## src/hdl/pparp_pkg.sv

```systemverilog
`timescale 1ns / 1ps
// Types, codes and frame helpers shared by the period meter modules.
package pparp_pkg;

  localparam int STAMP_W = 16;
  localparam int BYTE_W  = 8;
  localparam int TICK_W  = 8;

  // Item kinds on the input channel.
  localparam logic [1:0] FUNC_EDGE   = 2'd0;
  localparam logic [1:0] FUNC_TICK   = 2'd1;
  localparam logic [1:0] FUNC_REPORT = 2'd2;

  localparam logic [STAMP_W-1:0] EMPTY_PERIOD  = 16'hFFFF;
  localparam logic [TICK_W-1:0]  TIMEOUT_RESET = 8'd50;

  localparam logic [BYTE_W-1:0] FRAME_HEAD0 = 8'h94;
  localparam logic [BYTE_W-1:0] FRAME_HEAD1 = 8'h81;
  localparam logic [6:0]        CHECK_SEED  = 7'h14 ^ 7'h01;
  localparam logic [BYTE_W-1:0] MARK_BIT    = 8'h80;

  localparam int FRAME_BYTES = 6;

  // Frame byte positions.
  localparam logic [2:0] POS_HEAD0 = 3'd0;
  localparam logic [2:0] POS_HEAD1 = 3'd1;
  localparam logic [2:0] POS_HIGH  = 3'd2;
  localparam logic [2:0] POS_MID   = 3'd3;
  localparam logic [2:0] POS_LOW   = 3'd4;
  localparam logic [2:0] POS_CHECK = 3'd5;

  typedef struct packed {
    logic [1:0]         func;
    logic [STAMP_W-1:0] timestamp;
  } in_item_t;

  typedef struct packed {
    logic [BYTE_W-1:0] frame_byte;
    logic              frame_last;
  } out_item_t;

  // Controls for the shared accumulate / scale unit.
  typedef struct packed {
    logic clear;
    logic acc;
    logic load;
  } alu_ctl_t;

  typedef enum logic [2:0] {
    S_IDLE,
    S_READ,
    S_DRAIN,
    S_DIV,
    S_SEND
  } state_t;

  function automatic logic [BYTE_W-1:0] frame_byte_f(input logic [2:0] pos,
                                                     input logic [STAMP_W-1:0] avg);
    logic [6:0] g_high;
    logic [6:0] g_mid;
    logic [6:0] g_low;
    logic [BYTE_W-1:0] res;
    g_high = {5'd0, avg[15:14]};
    g_mid  = avg[13:7];
    g_low  = avg[6:0];
    case (pos)
      POS_HEAD0: res = FRAME_HEAD0;
      POS_HEAD1: res = FRAME_HEAD1;
      POS_HIGH:  res = MARK_BIT | {1'b0, g_high};
      POS_MID:   res = MARK_BIT | {1'b0, g_mid};
      POS_LOW:   res = MARK_BIT | {1'b0, g_low};
      POS_CHECK: res = MARK_BIT | {1'b0, CHECK_SEED ^ g_high ^ g_mid ^ g_low};
      default:   res = FRAME_HEAD0;
    endcase
    return res;
  endfunction

endpackage

```

## src/hdl/pparp_history.sv

```systemverilog
`timescale 1ns / 1ps
// Period history ring: memory, per-entry valid bits, write slot, registered read.
module pparp_history import pparp_pkg::*; #(
  parameter int HISTORY_DEPTH = 8
) (
  input  logic                             clk,
  input  logic                             rst,
  input  logic                             wr_en,
  input  logic [STAMP_W-1:0]               wr_data,
  input  logic                             clear,
  input  logic [$clog2(HISTORY_DEPTH)-1:0] rd_addr,
  output logic [STAMP_W-1:0]               rd_data
);

  localparam int AW = $clog2(HISTORY_DEPTH);
  localparam logic [AW-1:0] LAST_SLOT = AW'(HISTORY_DEPTH - 1);

  logic [STAMP_W-1:0]       mem [HISTORY_DEPTH];
  logic [HISTORY_DEPTH-1:0] vld;
  logic [AW-1:0]            slot;
  logic [STAMP_W-1:0]       mem_q;
  logic                     vld_q;

  always_ff @(posedge clk) begin
    if (wr_en) begin
      mem[slot] <= wr_data;
    end
    mem_q <= mem[rd_addr];
  end

  // Entries never written since the last clear read as the empty period.
  always_ff @(posedge clk) begin
    if (rst || clear) begin
      vld   <= '0;
      slot  <= '0;
      vld_q <= 1'b0;
    end else begin
      vld_q <= vld[rd_addr];
      if (wr_en) begin
        vld[slot] <= 1'b1;
        slot      <= (slot == LAST_SLOT) ? '0 : slot + AW'(1);
      end
    end
  end

  assign rd_data = vld_q ? mem_q : EMPTY_PERIOD;

endmodule

```

## src/hdl/pparp_alu.sv

```systemverilog
`timescale 1ns / 1ps
// Shared adder for the history sum, then a constant reciprocal multiply for the average.
module pparp_alu import pparp_pkg::*; #(
  parameter int HISTORY_DEPTH = 8
) (
  input  logic               clk,
  input  alu_ctl_t           ctl,
  input  logic [STAMP_W-1:0] entry,
  output logic [STAMP_W-1:0] avg
);

  localparam int LW    = $clog2(HISTORY_DEPTH);
  localparam int SUMW  = STAMP_W + LW;
  localparam int SHIFT = SUMW + LW;
  localparam int MW    = SUMW + 1;
  localparam int PW    = SUMW + MW;
  // ceil(2^SHIFT / depth): exact floor division for every sum below 2^SUMW.
  localparam logic [63:0] RECIP_FULL =
    ((64'd1 << SHIFT) + 64'(HISTORY_DEPTH - 1)) / 64'(HISTORY_DEPTH);
  localparam logic [MW-1:0] RECIP = RECIP_FULL[MW-1:0];

  logic [SUMW-1:0]    sum;
  logic [PW-1:0]      prod;
  logic [STAMP_W-1:0] quo;

  assign prod = PW'(sum) * PW'(RECIP);

  always_ff @(posedge clk) begin
    if (ctl.clear) begin
      sum <= '0;
    end else if (ctl.acc) begin
      sum <= sum + SUMW'(entry);
    end
    if (ctl.load) begin
      quo <= prod[SHIFT +: STAMP_W];
    end
  end

  assign avg = quo;

endmodule

```

## src/hdl/pulse_period_average_reporter_top.sv

```systemverilog
`timescale 1ns / 1ps
// Edge and tick items leave the block idle, so it stays ready for the next item.
// A report reads every history entry (S_READ), drains the last read (S_DRAIN) and
// scales (S_DIV) before its first beat, then sends six beats at one per cycle while ready.
// No item is accepted while a report is in progress.
// Synchronous reset empties the history, clears the stamps and counters and sets
// the timeout to 50 ticks; it takes effect at once, with no clearing pass.
module pulse_period_average_reporter_top import pparp_pkg::*; #(
  parameter int HISTORY_DEPTH = 8
) (
  input  logic              clk,
  input  logic              rst,
  input  logic              in_valid,
  output logic              in_ready,
  input  in_item_t          in_item,
  output logic              out_valid,
  input  logic              out_ready,
  output out_item_t         out_item,
  input  logic              cfg_we,
  input  logic [TICK_W-1:0] cfg_wdata
);

  localparam int AW = $clog2(HISTORY_DEPTH);
  // The counter walks the history addresses.
  localparam logic [AW-1:0] LAST_READ = AW'(HISTORY_DEPTH - 1);
  localparam logic [2:0]    LAST_POS  = 3'(FRAME_BYTES - 1);

  state_t state;
  state_t state_next;

  logic [AW-1:0]      cnt;
  logic [2:0]         pos;
  logic               rd_pend;
  logic [TICK_W-1:0]  timeout_ticks;
  logic [TICK_W-1:0]  idle_ticks;
  logic [TICK_W-1:0]  idle_inc;
  logic [STAMP_W-1:0] previous_stamp;
  logic               stamp_valid;

  logic               in_fire;
  logic               out_fire;
  logic               is_edge;
  logic               is_tick;
  logic               is_report;
  logic               timed_out;
  logic               hist_wr;
  logic               hist_clear;
  logic [STAMP_W-1:0] period;
  logic [STAMP_W-1:0] entry;
  logic [STAMP_W-1:0] avg;
  alu_ctl_t           ctl;

  // Handshakes and item decode.
  assign in_fire   = in_valid && in_ready;
  assign out_fire  = out_valid && out_ready;
  assign is_edge   = in_fire && (in_item.func == FUNC_EDGE);
  assign is_tick   = in_fire && (in_item.func == FUNC_TICK);
  assign is_report = in_fire && (in_item.func == FUNC_REPORT);

  // Idle counter is eight bits wide; reaching the timeout restarts it, and when an
  // edge has been seen the whole history is dropped as well.
  assign idle_inc   = idle_ticks + TICK_W'(1);
  assign timed_out  = is_tick && (idle_inc >= timeout_ticks);
  assign hist_clear = timed_out && stamp_valid;
  assign hist_wr    = is_edge && stamp_valid;
  assign period     = in_item.timestamp - previous_stamp;

  always_ff @(posedge clk) begin
    if (rst) begin
      timeout_ticks <= TIMEOUT_RESET;
    end else if (cfg_we) begin
      timeout_ticks <= cfg_wdata;
    end
  end

  always_ff @(posedge clk) begin
    if (rst) begin
      idle_ticks     <= '0;
      previous_stamp <= '0;
      stamp_valid    <= 1'b0;
    end else begin
      if (is_edge) begin
        previous_stamp <= in_item.timestamp;
        stamp_valid    <= 1'b1;
        idle_ticks     <= '0;
      end else if (is_tick) begin
        idle_ticks <= timed_out ? '0 : idle_inc;
        if (hist_clear) begin
          stamp_valid <= 1'b0;
        end
      end
    end
  end

  // Report sequencer: read the ring, drain the last read, scale, send the frame.
  always_comb begin
    state_next = state;
    unique case (state)
      S_IDLE:  if (is_report) state_next = S_READ;
      S_READ:  if (cnt == LAST_READ) state_next = S_DRAIN;
      S_DRAIN: state_next = S_DIV;
      S_DIV:   state_next = S_SEND;
      S_SEND:  if (out_fire && (pos == LAST_POS)) state_next = S_IDLE;
      default: state_next = S_IDLE;
    endcase
  end

  always_comb begin
    in_ready  = 1'b0;
    out_valid = 1'b0;
    ctl       = '0;
    unique case (state)
      S_IDLE: begin
        in_ready  = 1'b1;
        ctl.clear = is_report;
      end
      S_READ:  ctl.acc = rd_pend;
      S_DRAIN: ctl.acc = rd_pend;
      S_DIV:   ctl.load = 1'b1;
      S_SEND:  out_valid = 1'b1;
      default: in_ready = 1'b0;
    endcase
  end

  always_ff @(posedge clk) begin
    if (rst) begin
      state   <= S_IDLE;
      cnt     <= '0;
      pos     <= '0;
      rd_pend <= 1'b0;
    end else begin
      state   <= state_next;
      // Read data lands in the cycle after the address is issued.
      rd_pend <= (state == S_READ);
      cnt     <= (state_next != state) ? '0 : cnt + AW'(1);
      if (state != S_SEND) begin
        pos <= '0;
      end else if (out_fire) begin
        pos <= pos + 3'd1;
      end
    end
  end

  pparp_history #(
    .HISTORY_DEPTH(HISTORY_DEPTH)
  ) u_history (
    .clk     (clk),
    .rst     (rst),
    .wr_en   (hist_wr),
    .wr_data (period),
    .clear   (hist_clear),
    .rd_addr (cnt),
    .rd_data (entry)
  );

  pparp_alu #(
    .HISTORY_DEPTH(HISTORY_DEPTH)
  ) u_alu (
    .clk   (clk),
    .ctl   (ctl),
    .entry (entry),
    .avg   (avg)
  );

  // Frame bytes come straight from the held average and the byte position.
  assign out_item.frame_byte = frame_byte_f(pos, avg);
  assign out_item.frame_last = (pos == LAST_POS);

endmodule

```

## config.mk

```make
export PLATFORM = sky130hd
export DESIGN_NAME = pulse_period_average_reporter_top
export DESIGN_NICKNAME = d
export VERILOG_FILES = /design/src/hdl/pparp_pkg.sv /design/src/hdl/pparp_history.sv /design/src/hdl/pparp_alu.sv /design/src/hdl/pulse_period_average_reporter_top.sv
export SDC_FILE = /design/constraint.sdc
export NUM_CORES = 1
export LEC_CHECK = 0
export BUFFER_PORTS_ARGS = -buffer_cell sky130_fd_sc_hd__buf_2
export CORE_MARGIN = 1.5
export CORE_UTILIZATION = 52
export DETAILED_ROUTE_END_ITERATION = 10
export GPL_TIMING_DRIVEN = 0
export PLACE_DENSITY = 0.78
export SYNTH_ARGS = -nofsm -noshare
export SYNTH_HDL_FRONTEND = slang
export SYNTH_SLANG_ARGS = --single-unit
```

## constraint.sdc

```tcl
create_clock -name clk -period 4.19 [get_ports clk]
set_input_delay 0.419 -clock clk [delete_from_list [all_inputs] [get_ports clk]]
set_output_delay 0.419 -clock clk [all_outputs]
set_load 0.005 [all_outputs]
```

==> flow_summary.ini <==
[place]
place_congestion = 0.844
portBuffers = 39
dp.cells = 1169
dpl.hpwl_mm = 15.0

[setup_path]
path_max_fanout = 9
crit_path_start_kind = flip-flop
crit_required_ps = 4630
path_class = reg2reg
crit_path_end_kind = flip-flop
cp.arrival_ps = 3460

[timing]
period_minus_slack_ps = 3020
finalCritPeriodShare = 0.722
finalMaxSlewViolations = 0
worstMarginPinSlew_ps = 850
setup_viol = 0
grt_setup_unrepaired = false
maxSlewHeadroom = 0.429
finalSetupTns_ps = 0
fmax_mhz = 331
hold_viol = 0
fin_skew_ps = 21.0

[synth]
ys.flop_type = edfxtp_1
synth_async_sr_flop_share = 0
yosys-top-cells-area = edfxtp_1, dfxtp_1, mux4_2
syn_nets = 934
synth_top_family_by_area = simple AND/OR/NAND/NOR gates
yosysTopAreaCellShare = 0.405
synth_edf_count = 144
synth-seq-area-share = 0.574
synth.largest_area_cell = edfxtp_1
synth_area_per_cell_um2 = 12.5
synth_warnings = 0
muxShareOfSynthArea = 0.0990
ys_types = 74
synthXorXnorAreaFrac = 0.0254
synth-compound-area-share = 0.0992
ys_ff_latch = 234
synth.cell_area_um2 = 10700
synth_simple_gate_area_share = 0.115
syn_inst = 852
synth_fa_ha_area_frac = 0.0612

[global_routing]
overflow = 0
grt_pass1_vias = 6694
grt_max_degree = 18
grtUsageTotal = 0.202
grt_pass1_wl_mm = 34.4
grt_antenna_before_repair = 0

[floorplan]
die_h_um = 146
initial_core_util = 0.529
die_area_um2 = 21400
ioPinCount = 42
num_rows = 52
die_w_um = 146
core_um2 = 20200

[clocking]
cts_resized = 0
clk_latency_ps = 520
cts_tree = built
postCtsSetupBuffers = 0
cts_root_buffer = clkbuf_16
cts.sinks = 234
cts-hold-fix-buffers = 0
h-tree-depth = 1
clk_path_buf_depth = 3
numCtsBuffers = 24
clk_pin_slew_worst_paths_ps = 70

[detailed_routing]
dr.pass1.iters = 5
drt-initial-drc-count = 502
final_antenna_net_count = 0
drcViolationCount = 0
wl_mm = 21.3
vias = 6829
vias_per_cell = 5.63
routedWlPerCell_um = 17.5

[cells_and_area]
nets = 1007
fin_util = 0.603
nFillCells = 1555
syn2layout_area_growth_pct = 14.0
num_antenna_cells = 0
instances_no_fill = 1213
drive_gt1_frac = 0.176

[run_status]
status = finished, final reports clean

[power_and_ir_drop]
pwr_density_cell_nw_per_um2 = 467
ir_drop_mv = 0.342
leakage_nw = 4.42

[worst_hold_path]
hold_class = in2reg

[job]
cap_violations = 0
## kinds of logic after synthesis
kind of cell | after synthesis
xor+xnor | 31
compound gates | 158
simple gates | 248
buf+inv | 68
other cells | 1
fa+ha+maj | 51
flops | 234
mux | 61
## routing by layer
| metal | GRT usage | part of all wire |
|---|---|---|
| met1 | 0.267 | 0.43 |
| met2 | 0.354 | 0.50 |
| met3 | 0.0266 | 0.048 |
| met4 | 0.0515 | 0.020 |
| met5 | 0 | 0 |
## registers in the layout, indices dropped and copies added, names as in the netlist
name and flops:
pos 3, idle_ticks 8, rd_pend 1, u_history.mem_q 16, u_alu.sum 19, u_history.vld 8, previous_stamp 16, state 3
u_history.slot 3, u_alu.avg 16, u_history.vld_q 1, timeout_ticks 8, stamp_valid 1, u_history.mem 128, cnt 3
## through the flow
stage / total power, mW / setup WS (ps) / hold WS, ps / instance area (um^2)
after floorplan: 3.38 / 1700 / 429 / 10700
after global placement: 3.57 / 940 / 442 / 11200
after detailed placement: 3.59 / 1090 / 448 / 11400
after CTS: 5.72 / 1200 / 105 / 12200
after global routing: 5.91 / 897 / 136 / 12200
final: 5.68 / 1170 / 124 / 12200
## cells in the mapped netlist, types with 21 or more instances
cell and instances:
a21oi_1 53, dfxtp_1 90, edfxtp_1 144, ha_1 49, inv_1 36, mux4_2 34, nand2_1 86, nand2b_1 26
nand3_1 31, nor2_1 44, o21ai_0 21, xnor2_1 23
## cells in the final DEF, fill, tap and decap left out, types with 4 or more instances in the layout
| master | Yosys | final |
|---|---|---|
| o21ai_1 | 7 | 7 |
| nand2b_1 | 26 | 26 |
| xnor2_1 | 23 | 23 |
| mux2_2 | 16 | 16 |
| ha_1 | 49 | 49 |
| buf_8 | 0 | 6 |
| a21oi_1 | 53 | 53 |
| nand2_1 | 86 | 86 |
| buf_2 | 11 | 50 |
| clkbuf_1 | 17 | 25 |
| and3_1 | 9 | 9 |
| o21ai_0 | 21 | 21 |
| nor2b_1 | 5 | 5 |
| a21o_1 | 14 | 14 |
| dfxtp_1 | 90 | 90 |
| o211ai_1 | 4 | 4 |
| a31oi_1 | 7 | 7 |
| and2_1 | 8 | 8 |
| o21a_1 | 17 | 17 |
| clkbuf_16 | 0 | 24 |
| mux2i_1 | 11 | 11 |
| xor2_1 | 8 | 8 |
| a211oi_1 | 4 | 4 |
| nor2_2 | 1 | 7 |
| nor3_1 | 9 | 9 |
| inv_1 | 36 | 36 |
| edfxtp_1 | 144 | 144 |
| nand3_1 | 31 | 31 |
| nor2_1 | 44 | 38 |
| mux4_2 | 34 | 34 |
## path summary, 6_finish.rpt
kind / from / to / slack (ps) / depth (start not counted)
worst min-delay path: cfg_wdata[4] / timeout_ticks[4] / 120 / 3
worst max register to register: idle_ticks[2] / u_history.vld_q / 1170 / 12
worst max-delay path: idle_ticks[2] / u_history.vld_q / 1170 / 12
worst min register to register: previous_stamp[7] / previous_stamp[7] / 450 / 2
## area by class of cell
type / instances / area, um^2 / area share
Multi-Input combinational cell: 550 / 4300 / 0.354
Tap cell: 270 / 338 / 0.0278
Sequential cell: 234 / 6130 / 0.504
Clock inverter: 10 / 144 / 0.0118
Buffer: 31 / 134 / 0.0110
Timing Repair Buffer: 47 / 324 / 0.0266
Inverter: 37 / 139 / 0.0114
Clock buffer: 34 / 658 / 0.0541
## critical path, cell delays in order, from the launching register on
cell     delay (ps)
dfxtp_1         410
and3_1          210
nand3_1         170
nor2_1          180
xor2_1          200
ha_1            270
and3_1          190
o21ai_0          90
o21ai_1         160
nor2_1          500
o21a_1          210
buf_2           220
nor2b_1         160
## power by group
group / total (mW) / internal, mW / switching (mW)
registers: 2.62 / 2.57 / 0.0472
logic: 0.926 / 0.406 / 0.520
clock network: 2.13 / 1.29 / 0.845
total: 5.68 / 4.26 / 1.41
Note: power is estimated with default switching activity, not from simulation.
